**config.mk**
```make
export PLATFORM = sky130hd
export DESIGN_NAME = i2c_master_register_access
export DESIGN_NICKNAME = d
export VERILOG_FILES = /design/src/hw/rtl/i2cm_pkg.sv /design/src/hw/rtl/i2cm_ram.sv /design/src/hw/rtl/i2cm_front.sv /design/src/hw/rtl/i2cm_engine.sv /design/src/hw/rtl/i2cm_result_q.sv /design/src/hw/rtl/i2c_master_register_access.sv
export SDC_FILE = /design/constraint.sdc
export NUM_CORES = 1
export LEC_CHECK = 0
export BUFFER_PORTS_ARGS = -buffer_cell sky130_fd_sc_hd__buf_2
export CELL_PAD_IN_SITES_DETAIL_PLACEMENT = 1
export CELL_PAD_IN_SITES_GLOBAL_PLACEMENT = 1
export CORE_ASPECT_RATIO = 1.1
export CORE_MARGIN = 2
export CORE_UTILIZATION = 36
export DETAILED_ROUTE_END_ITERATION = 10
export GPL_TIMING_DRIVEN = 0
export PLACE_DENSITY_LB_ADDON = 0.1
export SYNTH_ARGS = -nofsm -noshare
export SYNTH_HDL_FRONTEND = slang
export SYNTH_SLANG_ARGS = --single-unit
export TNS_END_PERCENT = 100
```
**constraint.sdc**
```tcl
create_clock -name clk -period 12.9 [get_ports clk]
set_clock_uncertainty 0.2 [all_clocks]
set_input_delay 1.935 -clock clk [delete_from_list [all_inputs] [get_ports clk]]
set_output_delay 1.935 -clock clk [all_outputs]
set_load 0.05 [all_outputs]
```
**src/hw/rtl/i2cm_pkg.sv**
```systemverilog
// shared types, codes and constants of the i2c register access master
package i2cm_pkg;

  localparam int TX_DEPTH_DEFAULT = 16;

  localparam logic [15:0] HALF_PERIOD_RESET = 16'd10;
  localparam logic [1:0]  ADDR_BYTES_RESET  = 2'd1;

  localparam logic [1:0] OPC_TICK  = 2'd0;
  localparam logic [1:0] OPC_PUSH  = 2'd1;
  localparam logic [1:0] OPC_BEGIN = 2'd2;

  localparam logic [1:0] CFG_HALF_PERIOD = 2'd0;
  localparam logic [1:0] CFG_ADDR_BYTES  = 2'd1;

  typedef enum logic [1:0] {
    KIND_NONE  = 2'd0,
    KIND_TICK  = 2'd1,
    KIND_PUSH  = 2'd2,
    KIND_BEGIN = 2'd3
  } kind_t;

  typedef enum logic [1:0] {
    STATUS_OK     = 2'd0,
    STATUS_NACK   = 2'd1,
    STATUS_QEMPTY = 2'd2
  } status_t;

  typedef enum logic [2:0] {
    UNIT_DEVW = 3'd0,
    UNIT_REGH = 3'd1,
    UNIT_REGL = 3'd2,
    UNIT_DATA = 3'd3,
    UNIT_DEVR = 3'd4
  } unit_t;

  typedef enum logic [16:0] {
    PH_IDLE = 17'b00000000000000001,
    PH_ST1  = 17'b00000000000000010,
    PH_ST2  = 17'b00000000000000100,
    PH_TXL  = 17'b00000000000001000,
    PH_TXH  = 17'b00000000000010000,
    PH_AKL  = 17'b00000000000100000,
    PH_AKH  = 17'b00000000001000000,
    PH_RS1  = 17'b00000000010000000,
    PH_RS2  = 17'b00000000100000000,
    PH_RS3  = 17'b00000001000000000,
    PH_RXL  = 17'b00000010000000000,
    PH_RXH  = 17'b00000100000000000,
    PH_MAL  = 17'b00001000000000000,
    PH_MAH  = 17'b00010000000000000,
    PH_SP1  = 17'b00100000000000000,
    PH_SP2  = 17'b01000000000000000,
    PH_SP3  = 17'b10000000000000000
  } phase_t;

  typedef struct packed {
    kind_t       kind;
    logic        sda_sample;
    logic [7:0]  data_byte;
    logic [6:0]  device_address;
    logic [15:0] register_address;
    logic [7:0]  byte_count;
    logic        is_read;
  } item_t;

  typedef struct packed {
    logic       scl_level;
    logic       sda_release;
    logic       rx_valid;
    logic [7:0] rx_byte;
    logic       rx_last;
    logic       done_res;
    status_t    status;
    logic       busy_res;
  } result_t;

endpackage

```
**src/hw/rtl/i2cm_ram.sv**
```systemverilog
// generic single write port ram with registered read
module i2cm_ram #(
  parameter int WIDTH = 8,
  parameter int DEPTH = 16
) (
  input  logic                     clk,
  input  logic                     wr_en,
  input  logic [$clog2(DEPTH)-1:0] wr_addr,
  input  logic [WIDTH-1:0]         wr_data,
  input  logic [$clog2(DEPTH)-1:0] rd_addr,
  output logic [WIDTH-1:0]         rd_data
);

  logic [WIDTH-1:0] mem [DEPTH];

  always_ff @(posedge clk) begin
    if (wr_en) begin
      mem[wr_addr] <= wr_data;
    end
    rd_data <= mem[rd_addr];
  end

endmodule

```
**src/hw/rtl/i2cm_front.sv**
```systemverilog
// input side: takes items, classifies the opcode and holds them for the engine
module i2cm_front (
  input  logic                clk,
  input  logic                rst,
  input  logic                push,
  output logic                full,
  input  logic [1:0]          opcode,
  input  logic                sda_sample,
  input  logic [7:0]          data_byte,
  input  logic [6:0]          device_address,
  input  logic [15:0]         register_address,
  input  logic [7:0]          byte_count,
  input  logic                is_read,
  output logic                item_valid,
  output i2cm_pkg::item_t     item,
  input  logic                item_pop
);

  i2cm_pkg::item_t slot [2];
  i2cm_pkg::item_t incoming;
  i2cm_pkg::kind_t kind;
  logic            wr_ptr;
  logic            rd_ptr;
  logic [1:0]      count;
  logic            accept;

  always_comb begin
    case (opcode)
      i2cm_pkg::OPC_TICK:  kind = i2cm_pkg::KIND_TICK;
      i2cm_pkg::OPC_PUSH:  kind = i2cm_pkg::KIND_PUSH;
      i2cm_pkg::OPC_BEGIN: kind = i2cm_pkg::KIND_BEGIN;
      default:             kind = i2cm_pkg::KIND_NONE;
    endcase
  end

  assign incoming = '{kind: kind, sda_sample: sda_sample, data_byte: data_byte,
                      device_address: device_address,
                      register_address: register_address,
                      byte_count: byte_count, is_read: is_read};

  assign full       = (count == 2'd2);
  assign accept     = push && !full;
  assign item_valid = (count != 2'd0);
  assign item       = slot[rd_ptr];

  always_ff @(posedge clk) begin
    if (accept) begin
      slot[wr_ptr] <= incoming;
    end
  end

  always_ff @(posedge clk) begin
    if (rst) begin
      wr_ptr <= 1'b0;
      rd_ptr <= 1'b0;
      count  <= 2'd0;
    end else begin
      if (accept) begin
        wr_ptr <= !wr_ptr;
      end
      if (item_pop) begin
        rd_ptr <= !rd_ptr;
      end
      count <= count + {1'b0, accept} - {1'b0, item_pop};
    end
  end

endmodule

```
**src/hw/rtl/i2cm_engine.sv**
```systemverilog
// bus engine: phase machine, bit timing, transmit queue and configuration registers
module i2cm_engine #(
  parameter int TX_DEPTH = i2cm_pkg::TX_DEPTH_DEFAULT
) (
  input  logic              clk,
  input  logic              rst,
  input  logic              cfg_we,
  input  logic [1:0]        cfg_index,
  input  logic [15:0]       cfg_data,
  input  logic              item_valid,
  input  i2cm_pkg::item_t   item,
  output logic              item_pop,
  input  logic              res_full,
  output logic              res_push,
  output i2cm_pkg::result_t res
);

  localparam int PTR_W  = $clog2(TX_DEPTH);
  localparam int FILL_W = $clog2(TX_DEPTH + 1);

  logic [15:0]       half_period;
  logic [1:0]        addr_bytes;

  i2cm_pkg::phase_t  phase, phase_next;
  logic [15:0]       tick_count, tick_count_next;
  logic [3:0]        bit_index, bit_index_next;
  logic [7:0]        shift_reg, shift_reg_next;
  logic [7:0]        bytes_left, bytes_left_next;
  logic [6:0]        target_addr, target_addr_next;
  logic [15:0]       word_addr, word_addr_next;
  logic              read_mode, read_mode_next;
  logic [PTR_W-1:0]  head, head_next;
  logic [FILL_W-1:0] queue_fill, queue_fill_next;
  logic              scl_reg, scl_reg_next;
  logic              sda_reg, sda_reg_next;
  i2cm_pkg::unit_t   cur_unit, cur_unit_next;
  i2cm_pkg::status_t fail_code, fail_code_next;
  logic              byp_valid;
  logic [7:0]        byp_data;

  logic              fire;
  logic              entered;
  logic              do_send;
  logic [7:0]        send_val;
  i2cm_pkg::unit_t   send_unit;
  logic              do_data;
  logic [15:0]       half_eff;
  logic [15:0]       tick_inc;
  logic [PTR_W:0]    tail_sum;
  logic [PTR_W-1:0]  tail;
  logic [PTR_W-1:0]  head_inc;
  logic [7:0]        head_byte;
  logic [7:0]        rd_data;
  logic              wr_en;
  logic              rx_valid;
  logic [7:0]        rx_byte;
  logic              rx_last;
  logic              done;
  i2cm_pkg::status_t status;

  i2cm_ram #(.WIDTH(8), .DEPTH(TX_DEPTH)) u_txq (
    .clk     (clk),
    .wr_en   (wr_en),
    .wr_addr (tail),
    .wr_data (item.data_byte),
    .rd_addr (head_next),
    .rd_data (rd_data)
  );

  assign fire      = item_valid && !res_full;
  assign item_pop  = fire;
  assign res_push  = fire;
  assign half_eff  = (half_period == 16'd0) ? 16'd1 : half_period;
  assign tick_inc  = tick_count + 16'd1;
  assign tail_sum  = {1'b0, head} + (PTR_W+1)'(queue_fill);
  assign tail      = (tail_sum >= (PTR_W+1)'(TX_DEPTH)) ?
                     PTR_W'(tail_sum - (PTR_W+1)'(TX_DEPTH)) : tail_sum[PTR_W-1:0];
  assign head_inc  = (head == PTR_W'(TX_DEPTH - 1)) ? '0 : head + 1'b1;
  assign head_byte = byp_valid ? byp_data : rd_data;

  always_comb begin
    phase_next       = phase;
    tick_count_next  = tick_count;
    bit_index_next   = bit_index;
    shift_reg_next   = shift_reg;
    bytes_left_next  = bytes_left;
    target_addr_next = target_addr;
    word_addr_next   = word_addr;
    read_mode_next   = read_mode;
    head_next        = head;
    queue_fill_next  = queue_fill;
    scl_reg_next     = scl_reg;
    sda_reg_next     = sda_reg;
    cur_unit_next    = cur_unit;
    fail_code_next   = fail_code;
    entered          = 1'b0;
    do_send          = 1'b0;
    send_val         = 8'd0;
    send_unit        = cur_unit;
    do_data          = 1'b0;
    wr_en            = 1'b0;
    rx_valid         = 1'b0;
    rx_byte          = 8'd0;
    rx_last          = 1'b0;
    done             = 1'b0;
    status           = i2cm_pkg::STATUS_OK;

    if (fire) begin
      case (item.kind)
        i2cm_pkg::KIND_PUSH: begin
          if (queue_fill < FILL_W'(TX_DEPTH)) begin
            wr_en           = 1'b1;
            queue_fill_next = queue_fill + 1'b1;
          end
        end
        i2cm_pkg::KIND_BEGIN: begin
          if (phase == i2cm_pkg::PH_IDLE) begin
            target_addr_next = item.device_address;
            word_addr_next   = item.register_address;
            bytes_left_next  = (item.byte_count == 8'd0) ? 8'd1 : item.byte_count;
            read_mode_next   = item.is_read;
            fail_code_next   = i2cm_pkg::STATUS_OK;
            phase_next       = i2cm_pkg::PH_ST1;
            entered          = 1'b1;
          end
        end
        i2cm_pkg::KIND_TICK: begin
          if (phase != i2cm_pkg::PH_IDLE) begin
            tick_count_next = tick_inc;
            if (tick_inc >= half_eff) begin
              case (phase)
                i2cm_pkg::PH_ST1: begin
                  phase_next = i2cm_pkg::PH_ST2;
                  entered    = 1'b1;
                end
                i2cm_pkg::PH_ST2: begin
                  do_send   = 1'b1;
                  send_val  = {target_addr, 1'b0};
                  send_unit = i2cm_pkg::UNIT_DEVW;
                end
                i2cm_pkg::PH_TXL: begin
                  phase_next = i2cm_pkg::PH_TXH;
                  entered    = 1'b1;
                end
                i2cm_pkg::PH_TXH: begin
                  shift_reg_next = {shift_reg[6:0], 1'b0};
                  bit_index_next = bit_index + 4'd1;
                  phase_next     = (bit_index_next >= 4'd8) ? i2cm_pkg::PH_AKL
                                                             : i2cm_pkg::PH_TXL;
                  entered        = 1'b1;
                end
                i2cm_pkg::PH_AKL: begin
                  phase_next = i2cm_pkg::PH_AKH;
                  entered    = 1'b1;
                end
                i2cm_pkg::PH_AKH: begin
                  if (item.sda_sample) begin
                    fail_code_next = i2cm_pkg::STATUS_NACK;
                    phase_next     = i2cm_pkg::PH_SP1;
                    entered        = 1'b1;
                  end else begin
                    case (cur_unit)
                      i2cm_pkg::UNIT_DEVW: begin
                        do_send = 1'b1;
                        if (addr_bytes >= 2'd2) begin
                          send_val  = word_addr[15:8];
                          send_unit = i2cm_pkg::UNIT_REGH;
                        end else begin
                          send_val  = word_addr[7:0];
                          send_unit = i2cm_pkg::UNIT_REGL;
                        end
                      end
                      i2cm_pkg::UNIT_REGH: begin
                        do_send   = 1'b1;
                        send_val  = word_addr[7:0];
                        send_unit = i2cm_pkg::UNIT_REGL;
                      end
                      i2cm_pkg::UNIT_REGL: begin
                        if (read_mode) begin
                          phase_next = i2cm_pkg::PH_RS1;
                          entered    = 1'b1;
                        end else begin
                          do_data = 1'b1;
                        end
                      end
                      i2cm_pkg::UNIT_DATA: begin
                        bytes_left_next = bytes_left - 8'd1;
                        if (bytes_left_next == 8'd0) begin
                          phase_next = i2cm_pkg::PH_SP1;
                          entered    = 1'b1;
                        end else begin
                          do_data = 1'b1;
                        end
                      end
                      default: begin
                        bit_index_next = 4'd0;
                        shift_reg_next = 8'd0;
                        phase_next     = i2cm_pkg::PH_RXL;
                        entered        = 1'b1;
                      end
                    endcase
                  end
                end
                i2cm_pkg::PH_RS1: begin
                  phase_next = i2cm_pkg::PH_RS2;
                  entered    = 1'b1;
                end
                i2cm_pkg::PH_RS2: begin
                  phase_next = i2cm_pkg::PH_RS3;
                  entered    = 1'b1;
                end
                i2cm_pkg::PH_RS3: begin
                  do_send   = 1'b1;
                  send_val  = {target_addr, 1'b1};
                  send_unit = i2cm_pkg::UNIT_DEVR;
                end
                i2cm_pkg::PH_RXL: begin
                  phase_next = i2cm_pkg::PH_RXH;
                  entered    = 1'b1;
                end
                i2cm_pkg::PH_RXH: begin
                  shift_reg_next = {shift_reg[6:0], item.sda_sample};
                  bit_index_next = bit_index + 4'd1;
                  entered        = 1'b1;
                  if (bit_index_next >= 4'd8) begin
                    rx_valid   = 1'b1;
                    rx_byte    = shift_reg_next;
                    rx_last    = (bytes_left <= 8'd1);
                    phase_next = i2cm_pkg::PH_MAL;
                  end else begin
                    phase_next = i2cm_pkg::PH_RXL;
                  end
                end
                i2cm_pkg::PH_MAL: begin
                  phase_next = i2cm_pkg::PH_MAH;
                  entered    = 1'b1;
                end
                i2cm_pkg::PH_MAH: begin
                  bytes_left_next = bytes_left - 8'd1;
                  entered         = 1'b1;
                  if (bytes_left_next == 8'd0) begin
                    phase_next = i2cm_pkg::PH_SP1;
                  end else begin
                    bit_index_next = 4'd0;
                    shift_reg_next = 8'd0;
                    phase_next     = i2cm_pkg::PH_RXL;
                  end
                end
                i2cm_pkg::PH_SP1: begin
                  phase_next = i2cm_pkg::PH_SP2;
                  entered    = 1'b1;
                end
                i2cm_pkg::PH_SP2: begin
                  phase_next = i2cm_pkg::PH_SP3;
                  entered    = 1'b1;
                end
                i2cm_pkg::PH_SP3: begin
                  done       = 1'b1;
                  status     = fail_code;
                  if (!read_mode) begin
                    queue_fill_next = '0;
                  end
                  phase_next = i2cm_pkg::PH_IDLE;
                  entered    = 1'b1;
                end
                default: ;
              endcase
            end
          end
        end
        default: ;
      endcase
    end

    if (do_send) begin
      cur_unit_next  = send_unit;
      shift_reg_next = send_val;
      bit_index_next = 4'd0;
      phase_next     = i2cm_pkg::PH_TXL;
      entered        = 1'b1;
    end

    // next write byte from the queue, or abort on an empty queue
    if (do_data) begin
      entered = 1'b1;
      if (queue_fill == '0) begin
        fail_code_next = i2cm_pkg::STATUS_QEMPTY;
        phase_next     = i2cm_pkg::PH_SP1;
      end else begin
        shift_reg_next  = head_byte;
        head_next       = head_inc;
        queue_fill_next = queue_fill - 1'b1;
        cur_unit_next   = i2cm_pkg::UNIT_DATA;
        bit_index_next  = 4'd0;
        phase_next      = i2cm_pkg::PH_TXL;
      end
    end

    // line levels of the phase just entered
    if (entered) begin
      tick_count_next = 16'd0;
      case (phase_next)
        i2cm_pkg::PH_ST2, i2cm_pkg::PH_RS3, i2cm_pkg::PH_SP2: begin
          scl_reg_next = 1'b1;
          sda_reg_next = 1'b0;
        end
        i2cm_pkg::PH_TXL: begin
          scl_reg_next = 1'b0;
          sda_reg_next = shift_reg_next[7];
        end
        i2cm_pkg::PH_TXH: begin
          scl_reg_next = 1'b1;
          sda_reg_next = shift_reg_next[7];
        end
        i2cm_pkg::PH_AKL, i2cm_pkg::PH_RXL, i2cm_pkg::PH_RS1: begin
          scl_reg_next = 1'b0;
          sda_reg_next = 1'b1;
        end
        i2cm_pkg::PH_MAL: begin
          scl_reg_next = 1'b0;
          sda_reg_next = (bytes_left_next <= 8'd1);
        end
        i2cm_pkg::PH_MAH: begin
          scl_reg_next = 1'b1;
          sda_reg_next = (bytes_left_next <= 8'd1);
        end
        i2cm_pkg::PH_SP1: begin
          scl_reg_next = 1'b0;
          sda_reg_next = 1'b0;
        end
        default: begin
          scl_reg_next = 1'b1;
          sda_reg_next = 1'b1;
        end
      endcase
    end
  end

  assign res = '{scl_level: scl_reg_next, sda_release: sda_reg_next,
                 rx_valid: rx_valid, rx_byte: rx_byte, rx_last: rx_last,
                 done_res: done, status: status,
                 busy_res: (phase_next != i2cm_pkg::PH_IDLE)};

  always_ff @(posedge clk) begin
    byp_data <= item.data_byte;
  end

  always_ff @(posedge clk) begin
    if (rst) begin
      half_period <= i2cm_pkg::HALF_PERIOD_RESET;
      addr_bytes  <= i2cm_pkg::ADDR_BYTES_RESET;
      phase       <= i2cm_pkg::PH_IDLE;
      tick_count  <= 16'd0;
      bit_index   <= 4'd0;
      shift_reg   <= 8'd0;
      bytes_left  <= 8'd0;
      target_addr <= 7'd0;
      word_addr   <= 16'd0;
      read_mode   <= 1'b0;
      head        <= '0;
      queue_fill  <= '0;
      scl_reg     <= 1'b1;
      sda_reg     <= 1'b1;
      cur_unit    <= i2cm_pkg::UNIT_DEVW;
      fail_code   <= i2cm_pkg::STATUS_OK;
      byp_valid   <= 1'b0;
    end else begin
      if (cfg_we) begin
        case (cfg_index)
          i2cm_pkg::CFG_HALF_PERIOD: half_period <= cfg_data;
          i2cm_pkg::CFG_ADDR_BYTES:  addr_bytes  <= cfg_data[1:0];
          default: ;
        endcase
      end
      // the registered ram read misses a write to the address read in the same cycle, so that byte is bypassed
      byp_valid <= wr_en && (tail == head_next);
      if (fire) begin
        phase       <= phase_next;
        tick_count  <= tick_count_next;
        bit_index   <= bit_index_next;
        shift_reg   <= shift_reg_next;
        bytes_left  <= bytes_left_next;
        target_addr <= target_addr_next;
        word_addr   <= word_addr_next;
        read_mode   <= read_mode_next;
        head        <= head_next;
        queue_fill  <= queue_fill_next;
        scl_reg     <= scl_reg_next;
        sda_reg     <= sda_reg_next;
        cur_unit    <= cur_unit_next;
        fail_code   <= fail_code_next;
      end
    end
  end

`ifndef SYNTHESIS
  a_fill_bound: assert property (@(posedge clk) disable iff (rst)
    queue_fill <= FILL_W'(TX_DEPTH))
    else $error("transmit queue fill beyond depth");

  a_done_idle: assert property (@(posedge clk) disable iff (rst)
    (res_push && res.done_res) |-> !res.busy_res)
    else $error("done reported while still busy");

  a_rx_read: assert property (@(posedge clk) disable iff (rst)
    (res_push && res.rx_valid) |-> read_mode)
    else $error("received byte outside a read");

  a_begin_start: assert property (@(posedge clk) disable iff (rst)
    (fire && item.kind == i2cm_pkg::KIND_BEGIN && phase == i2cm_pkg::PH_IDLE)
    |=> (phase == i2cm_pkg::PH_ST1 && tick_count == 16'd0))
    else $error("begin did not start a transaction");

  a_status_done: assert property (@(posedge clk) disable iff (rst)
    (res_push && !res.done_res) |-> (res.status == i2cm_pkg::STATUS_OK))
    else $error("status set without done");
`endif

endmodule

```
**src/hw/rtl/i2cm_result_q.sv**
```systemverilog
// output side: two entry result queue toward the consumer
module i2cm_result_q (
  input  logic              clk,
  input  logic              rst,
  input  logic              res_push,
  input  i2cm_pkg::result_t res,
  output logic              res_full,
  output logic              empty,
  input  logic              pop,
  output i2cm_pkg::result_t head_res
);

  i2cm_pkg::result_t slot [2];
  logic              wr_ptr;
  logic              rd_ptr;
  logic [1:0]        count;
  logic              take;

  assign res_full = (count == 2'd2);
  assign empty    = (count == 2'd0);
  assign take     = pop && !empty;
  assign head_res = slot[rd_ptr];

  always_ff @(posedge clk) begin
    if (res_push) begin
      slot[wr_ptr] <= res;
    end
  end

  always_ff @(posedge clk) begin
    if (rst) begin
      wr_ptr <= 1'b0;
      rd_ptr <= 1'b0;
      count  <= 2'd0;
    end else begin
      if (res_push) begin
        wr_ptr <= !wr_ptr;
      end
      if (take) begin
        rd_ptr <= !rd_ptr;
      end
      count <= count + {1'b0, res_push} - {1'b0, take};
    end
  end

endmodule

```
**src/hw/rtl/i2c_master_register_access.sv**
```systemverilog
// top level of the i2c master for register reads and writes
// Takes one item (tick, queue write byte or begin) per clock and gives one result per
// item, while the result queue has room. The bus engine handles each item as it is
// taken; items wait in a two entry input queue and results in a two entry result queue.
// SCL and SDA move only on tick items, one line phase per half_period_ticks ticks (a
// value of zero acts as one). Write data waits in a TX_DEPTH entry ram, read ahead of
// its use through the registered read port; it needs no clearing after reset.
// Configuration writes take effect at the next clock.
module i2c_master_register_access #(
  parameter int TX_DEPTH = i2cm_pkg::TX_DEPTH_DEFAULT
) (
  input  logic        clk,
  input  logic        rst,
  input  logic        cfg_we,
  input  logic [1:0]  cfg_index,
  input  logic [15:0] cfg_data,
  input  logic        push,
  output logic        full,
  input  logic [1:0]  opcode,
  input  logic        sda_sample,
  input  logic [7:0]  data_byte,
  input  logic [6:0]  device_address,
  input  logic [15:0] register_address,
  input  logic [7:0]  byte_count,
  input  logic        is_read,
  output logic        empty,
  input  logic        pop,
  output logic        scl_level,
  output logic        sda_release,
  output logic        rx_valid,
  output logic [7:0]  rx_byte,
  output logic        rx_last,
  output logic        done_res,
  output logic [1:0]  status,
  output logic        busy_res
);

  i2cm_pkg::item_t   item;
  logic              item_valid;
  logic              item_pop;
  i2cm_pkg::result_t res;
  logic              res_push;
  logic              res_full;
  i2cm_pkg::result_t head_res;

  i2cm_front u_front (
    .clk              (clk),
    .rst              (rst),
    .push             (push),
    .full             (full),
    .opcode           (opcode),
    .sda_sample       (sda_sample),
    .data_byte        (data_byte),
    .device_address   (device_address),
    .register_address (register_address),
    .byte_count       (byte_count),
    .is_read          (is_read),
    .item_valid       (item_valid),
    .item             (item),
    .item_pop         (item_pop)
  );

  i2cm_engine #(.TX_DEPTH(TX_DEPTH)) u_engine (
    .clk        (clk),
    .rst        (rst),
    .cfg_we     (cfg_we),
    .cfg_index  (cfg_index),
    .cfg_data   (cfg_data),
    .item_valid (item_valid),
    .item       (item),
    .item_pop   (item_pop),
    .res_full   (res_full),
    .res_push   (res_push),
    .res        (res)
  );

  i2cm_result_q u_result_q (
    .clk      (clk),
    .rst      (rst),
    .res_push (res_push),
    .res      (res),
    .res_full (res_full),
    .empty    (empty),
    .pop      (pop),
    .head_res (head_res)
  );

  assign scl_level   = head_res.scl_level;
  assign sda_release = head_res.sda_release;
  assign rx_valid    = head_res.rx_valid;
  assign rx_byte     = head_res.rx_byte;
  assign rx_last     = head_res.rx_last;
  assign done_res    = head_res.done_res;
  assign status      = head_res.status;
  assign busy_res    = head_res.busy_res;

endmodule

```
# Word level (Yosys, flattened, before mapping)
# Memories as Yosys holds them, arrays and structs flattened. A register that Yosys moved wholly into a read port is not among the register bits.
# Cells that the tools add are included.
[word_totals] regBits=128 ramBits=246 inputBits=66 output_inout_bits=18 word_cells=287 memories=3
[op_classes] addsub=12 magnitude_cmp=7 eq_ne=43 n_mux=163 n_reduce_logical=35
[memory_table] memory="u_engine.u_txq.mem" words=16 word_bits=8 read_ports=1 rd_ports_with_merged_regs=1 wr=1 line="i2cm_ram.sv:14" source="logic [WIDTH-1:0] mem [DEPTH];"
[memory_table] memory="u_front.slot" words=2 word_bits=43 read_ports=1 rd_ports_with_merged_regs=1 wr=1 line="i2cm_front.sv:19" source="i2cm_pkg::item_t slot [2];"
[memory_table] memory="u_result_q.slot" words=2 word_bits=16 read_ports=1 rd_ports_with_merged_regs=1 wr=1 line="i2cm_result_q.sv:13" source="i2cm_pkg::result_t slot [2];"
[ops] op="$mux 8" n=30
[ops] op="$pmux 17 s14" n=1
[ops] op="$mux 17" n=9
[ops] op="$mux 16" n=4
[ops] op="$mux 1" n=56
[ops] op="$mux 4" n=13
[ops] op="$pmux 17 s3" n=1
[ops] op="$pmux 8 s2" n=3
[ops] op="$mux 5" n=7
[ops] op="$eq 17x10->1 const B" n=2
[ops] op="$eq 17x11->1 const B" n=2
[ops] op="$eq 17x13->1 const B" n=2
[ops] op="$eq 17x14->1 const B" n=2
[ops] op="$eq 17x15->1 const B" n=2
[ops] op="$eq 17x16->1 const B" n=2
[ops] op="$eq 17x3->1 const B" n=2
[ops] op="$eq 17x4->1 const B" n=2
[ops] op="$eq 17x5->1 const B" n=2
[ops] op="$eq 17x6->1 const B" n=2
[ops] op="$eq 17x8->1 const B" n=2
[ops] op="$ne 17x1->1 const B" n=2
[ops] op="$pmux 17 s2" n=1
[ops] op="$pmux 8 s4" n=1
[ops] op="$mux 15" n=2
[ops] op="other kinds (54)" n=108

# Longest topological paths before layout
# Gate-level depths: netlist (run 1).
[logic_depth] depth_word=16 mapped_depth=24 depth_no_buf=21

# By module
# Synthesis (run 1) repeated with hierarchy kept, for this count alone.
[hier_totals] cells_unflattened=1576 area_unflattened_um2=18385.1
[by_module_without_submodules] mod="i2cm_engine" n_inst=1 cells_per_inst=1107 area_each_um2=8433.1 seq_area_each_um2=2382.3
[by_module_without_submodules] mod="i2cm_ram" n_inst=1 cells_per_inst=229 area_each_um2=5147.4 seq_area_each_um2=4003.8
[by_module_without_submodules] mod="i2cm_front" n_inst=1 cells_per_inst=167 area_each_um2=3398.3 seq_area_each_um2=2682.6
[by_module_without_submodules] mod="i2cm_result_q" n_inst=1 cells_per_inst=73 area_each_um2=1406.3 seq_area_each_um2=1061.0

# Least setup slack after synthesis (run 1)
# OpenSTA, ideal clock, no wires.
[synth_timing] kind="register to register" start="register u_engine.tick_count[0]" end="memory u_result_q.slot[0][14] (netlist name), data pin" setup_ns=0.270 arrival_time_ns=4.595 required_time_ns=12.430 setup_slack_ns=7.836 stages_incl_launch_ff=22 path_buffers=0 synth_period_minus_slack_ns=5.064 cell_sequence="dfxtp_1 -> ha_1 -> nand3_1 -> nor2_1 -> and3_1 -> and3_1 -> and3_1 -> nand3_1 -> xnor2_1 -> ha_1 -> nand2_1 -> o21ai_0 -> nor3_1 -> a211o_1 -> a2111o_1 -> a32oi_2 -> and2_1 -> nand3_2 -> or4b_1 -> nand2_1 -> o221a_1 -> a21oi_1"
[synth_lines] element="start: declaration" line="i2cm_engine.sv:25" source="logic [15:0] tick_count, tick_count_next;"
[synth_lines] element="start signal: assignment" line="i2cm_engine.sv:379" source="tick_count <= tick_count_next;"
[synth_lines] element="end: declaration" line="i2cm_result_q.sv:13"

==> summary.md, run 1 <==
| Metric | Value |
|---|---|
| Result of the run | completed |
| Final critical delay including setup and external delays | 8210 ps |
| Synth top cells by count | sky130_fd_sc_hd__edfxtp_1, sky130_fd_sc_hd__nor2_1, sky130_fd_sc_hd__dfxtp_1 |
| Final ANT Viol Nets | 0 |
| Endpoint of the worst-slack reg-to-reg timing path | u_engine.u_txq.rd_data[0]$_DFF_P_ |
| Power density of the placed cells | 183 mW/mm^2 |
| Synth Area in Simple Gates | 14.4% |
| Post-CTS clock slew at the launch and capture registers of the worst setup and hold paths | 60 ps |
| Number of buffers inserted by hold repair at cts | 0 |
| TritonCTS clock tree | done |
| Type of the setup path with the least slack | flop to flop |
| Worst R2R Path Depth | 19 |
| Worst Hold Slack | 280 ps |
| Die Height | 236 um |
| Insertion delay of the later-clocked pin in the worst-skew pair | 590 ps |
| Post-CTS repair timing setup buffer count | 0 |
| Synthesized cell area | 0.0177 mm^2 |
| Post-layout instance area | 0.0206 mm^2 |
| Area added between synthesis and finish | 16.3% |
| Clock buffer depth | 3 |
| Worst min-delay path endpoint | u_engine.tick_count[1]$_SDFFE_PP0P_ |
| Fraction of synthesized cell area taken by the top area cell type | 41.8% |
| Crit path cell chain | clkbuf_1, clkbuf_1, buf_1, mux2i_1, ha_1, clkbuf_1, inv_1, a211oi_1, o221ai_1, a21oi_1, clkbuf_1, nand3_1, mux2i_2, buf_2, buf_4, mux2i_1, a21oi_1, a211oi_1, a31oi_1 |
| Cell leakage power | 7.35 nW |
| Largest cells by area after synthesis | sky130_fd_sc_hd__edfxtp_1, sky130_fd_sc_hd__dfxtp_1, sky130_fd_sc_hd__mux2i_1, sky130_fd_sc_hd__nor2_1, sky130_fd_sc_hd__a211oi_1 |
| Top-count cell post-synth | sky130_fd_sc_hd__edfxtp_1 |
| Number of port buffers | 82 |
| Vias after detailed routing | 12,659 |
| Share of flip-flops with an asynchronous set or reset | 0% |
| Number of flops mapped to enable cells by yosys | 246 |
| Max reg flops | 128 |
| Post-cts repair resize count | 0 |
| Biggest cell delay along the critical path | 700 ps |
| Core box area | 0.0487 mm^2 |
| Cell area reported after detailed placement | 0.0190 mm^2 |
| Setup tns final | 0 ps |
| Wire length of the first global-routing pass | 81,200 um |
| Hold_sp | u_engine.tick_count[1]$_SDFFE_PP0P_ |
| Die area | 0.0509 mm^2 |
| Final-report setup violation count | 0 |
| Post-synthesis mux area share | 7.00% |
| Global-route met3 utilization | 3.08% |
| Compound-gate portion of the synthesized area | 12.6% |
| Global-route track usage on met2 | 38.7% |
| Number of vias per cell after detailed routing | 5.32 |
| Register name with the most flops | u_engine.u_txq.mem |
| Total Power | 3.77 mW |
| Worst Setup End Kind | flop |
| CP arrival | 8450 ps |
| Sink Count | 383 |
| Slack of the worst reg-to-reg path | 4690 ps |
| I/O Pins | 84 |
| Highest net fanout along the worst path | 10 |
| Vias in the first global route | 13,511 |
| Worst-margin pin slew | 1220 ps |
| Worst setup slack after layout | 4690 ps |
| Nets in the synthesized netlist | 1,661 |
| Worst Path Required | 13,130 ps |
| RSZ-0062 raised after global routing | no |
| Number of antenna violations at the first check in global routing | 1 |
| Slowest cell on the critical path | sky130_fd_sc_hd__mux2i_2 |
| Ys flop type | sky130_fd_sc_hd__edfxtp_1 |
| Hold Crit Class | flop to flop |
| Busiest metal layer after global routing | met2 |
| Wire length after detailed routing | 52,800 um |
| Cell repeated most along the worst path | sky130_fd_sc_hd__clkbuf_1 |
| Proportion of synthesized chip area in sequential cells | 57.3% |
| Proportion of layout cells with a drive suffix above 1 | 14.0% |
| Largest vdd supply drop | 0.000118 V |
| Tot GR Track Use | 20.8% |
| Dpl ws | 4610 ps |
| Number of rows created at floorplan | 85 |
| Critical Path Source Type | flop |
| Synth Warn # | 0 |
| Library cell occupying the most area in the post-synthesis netlist | sky130_fd_sc_hd__edfxtp_1 |
| Clock root buffer | sky130_fd_sc_hd__clkbuf_16 |
| Synth Instances | 1,558 |
| Mean post-synth cell area | 11.3 um^2 |
| Hold Crit Depth | 2 |
| Drt first pass iters | 5 |
| Final hold vios | 0 |
| FF+latch count, synth | 383 |
| Total number of H-tree levels | 2 |
| Largest family of logic cells by synthesized area | simple AND/OR/NAND/NOR gates |
| # Max-Cap Violations | 0 |
| Wirelength per Cell | 22.2 um |
| Synth Area in XOR/XNOR | 2.97% |
| Registers with the most flip-flops | u_engine.u_txq.mem x128, u_front.slot x86, u_result_q.slot x32 |
| Worst slew margin relative to its limit | 17.6% |
| Horizontal extent of the die | 215 um |
| TritonCTS buffer count | 44 |
| Net count, final | 1,793 |
| Detail Placement HPWL | 38,900 um |
| Count of pins over their slew limit | 0 |
| Initial drt markers | 708 |
| Count of different cell masters after synthesis | 93 |
| Pin count of the biggest net entering global routing | 37 |
| Total overflow reported by the global router | 0 |
| Final period util | 63.7% |
| Met1 capacity usage during global routing | 23.9% |
| Max Fclk | 122 MHz |
| Effective utilization at floorplan | 36.3% |
| Synth Area in Adders | 2.66% |
| Residual DRC count | 0 |
| Final RePlAce weighted congestion | 0.920 |
## critical path, delay by kind of cell (launching register included)
kind	cells	cell delay (ps)
fa+ha+maj	1	220
flops	1	300
buf+inv	8	3320
simple gates	1	440
compound gates	6	2110
mux	3	1420
## how the worst max path moves through the flow
stage / from / endpoint / slack [ps] / cells after the start
finish: flop / u_engine.u_txq.rd_data[0]$_DFF_P_ / 4690 / 19
global placement: flop / u_engine.u_txq.rd_data[0]$_DFF_P_ / 4680 / 19
detailed placement: flop / u_engine.u_txq.rd_data[0]$_DFF_P_ / 4610 / 19
CTS: flop / u_engine.u_txq.rd_data[0]$_DFF_P_ / 4540 / 19
global route: flop / u_engine.u_txq.rd_data[0]$_DFF_P_ / 4210 / 19
floorplan: u_engine.tick_count[0]$_SDFFE_PP0P_ / u_result_q.slot[0][14]$_DFFE_PP_ / 7840 / 21
## per-layer routing
metal  share of wire [%]  wire length (um)  vias up
met5                   0                 0        -
met4                 3.4              1810        0
met3                 2.7              1410      100
met2                  53             27900      190
met1                  41             21700     6333
li1                    -                 -     6036
## power breakdown
group	internal, mW	total, mW	switching (mW)	leakage [nW]
Clock	0.832	1.36	0.523	0.784
Combinational	0.256	0.866	0.610	3.21
Sequential	1.49	1.54	0.0509	3.36
## layout by cell type (no fill, tap or decap), drive strengths merged, types with 6 or more instances in the layout
cell / n
nand4: 18
mux2i: 76
and3: 17
a211o: 11
o21ai: 40
o211ai: 17
a211oi: 72
a311oi: 6
a22oi: 12
nand2: 109
nand3b: 7
xnor2: 30
xor2: 30
nand2b: 12
nand3: 23
or4: 8
a21oi: 72
mux2: 42
buf: 105
edfxtp: 246
clkinv: 11
inv: 47
nor2: 180
o21a: 6
nor2b: 32
nor4: 20
o22ai: 6
bufinv: 6
and2: 19
nor3: 31
dfxtp: 137
ha: 36
a31oi: 20
clkbuf: 129
or3: 6
a221oi: 8
a21o: 8
## cell families (layout without fill, tap and decap cells)
family,count (synthesis),count (layout)
AOI/OAI and AO/OA,318,318
xor gates and xnor gates,60,60
adders and majority gates,37,37
buffers and inverters,132,299
muxes,118,118
other,0,1
DFF,383,383
and+or+nand+nor,510,510
## final cells by class
type / count / area, um^2
inverters: 45 / 169
well taps: 652 / 816
flip-flops and latches: 383 / 10100
clock buffers: 61 / 1300
clock inverters: 20 / 288
plain buffers: 87 / 368
repair buffers: 86 / 463
multi-input cells: 1043 / 7020
diodes: 1 / 2.50
fillers: 5369 / 28200
## through the flow
| stage | instances | utilization (%) |
|---|---|---|
| 5_1_grt | 2378 | 42.2 |
| 3_5_place_dp | 2296 | 38.9 |
| 3_3_place_gp | 2292 | 38.8 |
| 6_report | 2378 | 42.2 |
| 4_1_cts | 2377 | 42.2 |
| 2_1_floorplan | 1558 | - |
Power figures use the tool's default switching activity.
==> inputs of run 2 (changes only) <==
- ABC_AREA: unset -> 1
- clock period: 12.9 -> 8.21 ns (I/O delays scaled with it)
==> run 2 against run 1 <==
Compared with the run above:
- die area rose by 5.3%
- synthesized cell count rose by 31%
- final cell count rose by 21%
- utilization fell by 0.38 points
- sequential cell count did not move
- wire length rose by 15%
- combinational power rose to 3.1 times the previous value
- area after synthesis rose by 5.4%
- clock power rose by 44%
- critical endpoint is now u_result_q.slot[0][14]$_DFFE_PP_
- highest routed layer unchanged
==> summary.md, run 2 <==
| Metric | Value |
|---|---|
| RSZ-0062 raised after global routing | no (unchanged) |
| Total Power | 7.25 mW (was 3.77 mW) |
| Sink Count | 383 (unchanged) |
| Worst slew margin relative to its limit | 26.6% (was 17.6%) |
| Vias in the first global route | 15,742 (was 13,511) |
| I/O Pins | 84 (unchanged) |
| Power density of the placed cells | 339 mW/mm^2 (was 183 mW/mm^2) |
| Most common cell after layout, fill and taps aside | sky130_fd_sc_hd__nand2_1 (was sky130_fd_sc_hd__edfxtp_1) |
| Crit path buf inv count | 4 (was 8) |
| Final hold vios | 0 (unchanged) |
| FF+latch count, synth | 383 (unchanged) |
| Final ANT Viol Nets | 0 (unchanged) |
| Hold Crit Class | flop to flop (unchanged) |
| Residual DRC count | 0 (unchanged) |
| Net count, final | 2,274 (was 1,793) |
| Die Height | 243 um (was 236 um) |
| Die area | 0.0536 mm^2 (was 0.0509 mm^2) |
| Nets in the synthesized netlist | 2,142 (was 1,661) |
| Horizontal extent of the die | 221 um (was 215 um) |
| Slowest cell on the critical path | sky130_fd_sc_hd__dfxtp_1 (was sky130_fd_sc_hd__mux2i_2) |
| Worst Path Required | 8320 ps (was 13,130 ps) |
| Effective utilization at floorplan | 36.4% (was 36.3%) |
| Pin count of the biggest net entering global routing | 31 (was 37) |
| Proportion of layout cells with a drive suffix above 1 | 13.2% (was 14.0%) |
| Post-CTS clock slew at the launch and capture registers of the worst setup and hold paths | 60 ps (about the same) |
| Core box area | 0.0512 mm^2 (was 0.0487 mm^2) |
| Number of port buffers | 83 (was 82) |
| Vias after detailed routing | 15,098 (was 12,659) |
| Tot GR Track Use | 22.5% (was 20.8%) |
| Count of different cell masters after synthesis | 66 (was 93) |
| Cell leakage power | 8.28 nW (was 7.35 nW) |
| Max Fclk | 176 MHz (was 122 MHz) |
| Number of flops mapped to enable cells by yosys | 246 (unchanged) |
| Antenna Diode Count | 0 (was 1) |
| Registers with the most flip-flops | u_engine.u_txq.mem x128, u_front.slot x86, u_result_q.slot x32 (unchanged) |
| Detail Placement HPWL | 45,300 um (was 38,900 um) |
| Post-CTS repair timing setup buffer count | 0 (unchanged) |
| Post-cts repair resize count | 0 (unchanged) |
| Register name with the most flops | u_engine.u_txq.mem (unchanged) |
| Largest delay share family, worst path | simple AND/OR/NAND/NOR gates (was buffers and inverters) |
| Initial drt markers | 849 (was 708) |
| Proportion of synthesized chip area in sequential cells | 54.4% (was 57.3%) |
| Max reg flops | 128 (unchanged) |
| Critical Path Source Type | flop (unchanged) |
| Cell repeated most along the worst path | sky130_fd_sc_hd__nand2_1 (was sky130_fd_sc_hd__clkbuf_1) |
| Total overflow reported by the global router | 0 (unchanged) |
| TritonCTS clock tree | done (unchanged) |
| Ys flop type | sky130_fd_sc_hd__edfxtp_1 (unchanged) |
| Area added between synthesis and finish | 14.9% (was 16.3%) |
| Count of pins over their slew limit | 0 (unchanged) |
| Final-report setup violation count | 0 (unchanged) |
| Total number of H-tree levels | 2 (unchanged) |
| CP arrival | 5800 ps (was 8450 ps) |
| Final period util | 69.3% (was 63.7%) |
| Largest cells by area after synthesis | sky130_fd_sc_hd__edfxtp_1, sky130_fd_sc_hd__dfxtp_1, sky130_fd_sc_hd__nand2_1, sky130_fd_sc_hd__nor2_1, sky130_fd_sc_hd__inv_1 (was sky130_fd_sc_hd__edfxtp_1, sky130_fd_sc_hd__dfxtp_1, sky130_fd_sc_hd__mux2i_1, sky130_fd_sc_hd__nor2_1, sky130_fd_sc_hd__a211oi_1) |
| Number of antenna violations at the first check in global routing | 1 (unchanged) |
| Slack of the worst reg-to-reg path | 2520 ps (was 4690 ps) |
| Top-count cell post-synth | sky130_fd_sc_hd__nand2_1 (was sky130_fd_sc_hd__edfxtp_1) |
| Final critical delay including setup and external delays | 5690 ps (was 8210 ps) |
| Wirelength per Cell | 21.2 um (was 22.2 um) |
| Number of rows created at floorplan | 87 (was 85) |
| Post-layout instance area | 0.0214 mm^2 (was 0.0206 mm^2) |
| Library cell occupying the most area in the post-synthesis netlist | sky130_fd_sc_hd__edfxtp_1 (unchanged) |
| # Max-Cap Violations | 0 (unchanged) |
| Synth top cells by count | sky130_fd_sc_hd__nand2_1, sky130_fd_sc_hd__edfxtp_1, sky130_fd_sc_hd__nor2_1 (was sky130_fd_sc_hd__edfxtp_1, sky130_fd_sc_hd__nor2_1, sky130_fd_sc_hd__dfxtp_1) |
| Drt first pass iters | 5 (unchanged) |
| Final RePlAce weighted congestion | 0.895 (was 0.920) |
| Clock root buffer | sky130_fd_sc_hd__clkbuf_16 (unchanged) |
| Synthesized cell area | 0.0186 mm^2 (was 0.0177 mm^2) |
| Number of buffers inserted by hold repair at cts | 0 (unchanged) |
| Biggest cell delay along the critical path | 400 ps (was 700 ps) |
| Highest net fanout along the worst path | 10 (unchanged) |
| Worst-margin pin slew | 1100 ps (was 1220 ps) |
| Largest vdd supply drop | 0.000257 V (was 0.000118 V) |
| TritonCTS buffer count | 43 (was 44) |
| Type of the setup path with the least slack | flop to flop (unchanged) |
| Fraction of synthesized cell area taken by the top area cell type | 39.7% (was 41.8%) |
| Wire length after detailed routing | 60,800 um (was 52,800 um) |
| Clock buffer depth | 3 (unchanged) |
| Mean post-synth cell area | 9.13 um^2 (was 11.3 um^2) |
| Leading cell types in the layout, fill and taps excluded | sky130_fd_sc_hd__nand2_1, sky130_fd_sc_hd__edfxtp_1, sky130_fd_sc_hd__nor2_1, sky130_fd_sc_hd__inv_1, sky130_fd_sc_hd__dfxtp_1 (was sky130_fd_sc_hd__edfxtp_1, sky130_fd_sc_hd__nor2_1, sky130_fd_sc_hd__dfxtp_1, sky130_fd_sc_hd__nand2_1, sky130_fd_sc_hd__buf_2) |
| Synth Instances | 2,039 (was 1,558) |
| Number of vias per cell after detailed routing | 5.26 (was 5.32) |
| Result of the run | completed (unchanged) |
| Synth Warn # | 0 (unchanged) |
| Cell area reported after detailed placement | 0.0200 mm^2 (was 0.0190 mm^2) |
| Wire length of the first global-routing pass | 93,300 um (was 81,200 um) |
| Share of flip-flops with an asynchronous set or reset | 0% (unchanged) |
| Insertion delay of the later-clocked pin in the worst-skew pair | 580 ps (was 590 ps) |
| Worst Setup End Kind | flop (unchanged) |
| Setup tns final | 0 ps (unchanged) |
run 2: changes by cell type in the layout (fill, tap and decap cells not counted), moves of 32 or more:
cell                       previous run  this run
sky130_fd_sc_hd__a211oi_1            71         1
sky130_fd_sc_hd__a21oi_1             71       112
sky130_fd_sc_hd__inv_1               44       180
sky130_fd_sc_hd__mux2i_1             75         6
sky130_fd_sc_hd__nand2_1            108       396
sky130_fd_sc_hd__nand3_1             22       106
sky130_fd_sc_hd__nor2_1             177       225
sky130_fd_sc_hd__nor2b_1             32         0
sky130_fd_sc_hd__o21ai_0             31       119
sky130_fd_sc_hd__o21ai_1              9        50
run 2: cell families (layout without fill, tap and decap cells):
group                    after synthesis  count (layout)  synth area share (%)
buffers and inverters                283             449                  6.36
AND/OR/NAND/NOR                      857             857                  20.5
multiplexers                          29              29                  1.71
flip-flops                           383             383                  54.4
adder cells (fa/ha/maj)               37              37                  2.53
AO/OA/AOI/OAI                        426             426                  13.4
XOR/XNOR                              24              24                  1.13
run 2: final timing paths:
| check | cells past startpoint | from | endpoint |
|---|---|---|---|
| worst max-delay path | 32 | u_engine.tick_count[0]$_SDFFE_PP0P_ | u_result_q.slot[0][14]$_DFFE_PP_ |
| worst min-delay path | 1 | u_result_q.rd_ptr$_SDFFE_PP0P_ | flop |
| worst max register to register | 32 | u_engine.tick_count[0]$_SDFFE_PP0P_ | u_result_q.slot[0][14]$_DFFE_PP_ |
| worst min register to register | 1 | u_result_q.rd_ptr$_SDFFE_PP0P_ | flop |
run 2: report_power, final:
part | leakage [nW] | switching, mW | internal (mW) | total [mW]
Clock | 0.697 | 0.801 | 1.16 | 1.96
Sequential | 3.36 | 0.165 | 2.42 | 2.58
Combinational | 4.22 | 1.96 | 0.744 | 2.70
Total | 8.28 | 2.92 | 4.32 | 7.25
run 2: layout make-up:
class | instances | area, um^2
clock buffer | 57 | 1210
buffer | 83 | 430
fill | 5960 | 29800
inverter | 200 | 753
timing repair buffer | 87 | 482
clock inverter | 22 | 228
multi-input combinational | 1373 | 7330
sequential | 383 | 10100
tap | 667 | 835
run 2: through the flow:
stage / util [%] / hold WS (ps) / std cells / worst slack (ps)
finish: 41.8 / 257 / 2872 / 2520
global route: 41.8 / 290 / 2872 / 1990
CTS: 41.8 / 250 / 2872 / 2450
detailed placement: 39.0 / 246 / 2793 / 2490
global placement: 38.8 / 235 / 2789 / 2540
floorplan: - / 226 / 2039 / 4030
run 2: per-layer routing:
| metal | vias to the layer above | track usage [%] | wire length [um] |
|---|---|---|---|
| met5 | - | 0 | 0 |
| met4 | 0 | 6.79 | 1550 |
| met3 | 87 | 2.75 | 1740 |
| met2 | 224 | 41.2 | 31500 |
| met1 | 7474 | 27.5 | 26000 |
| li1 | 7313 | - | - |
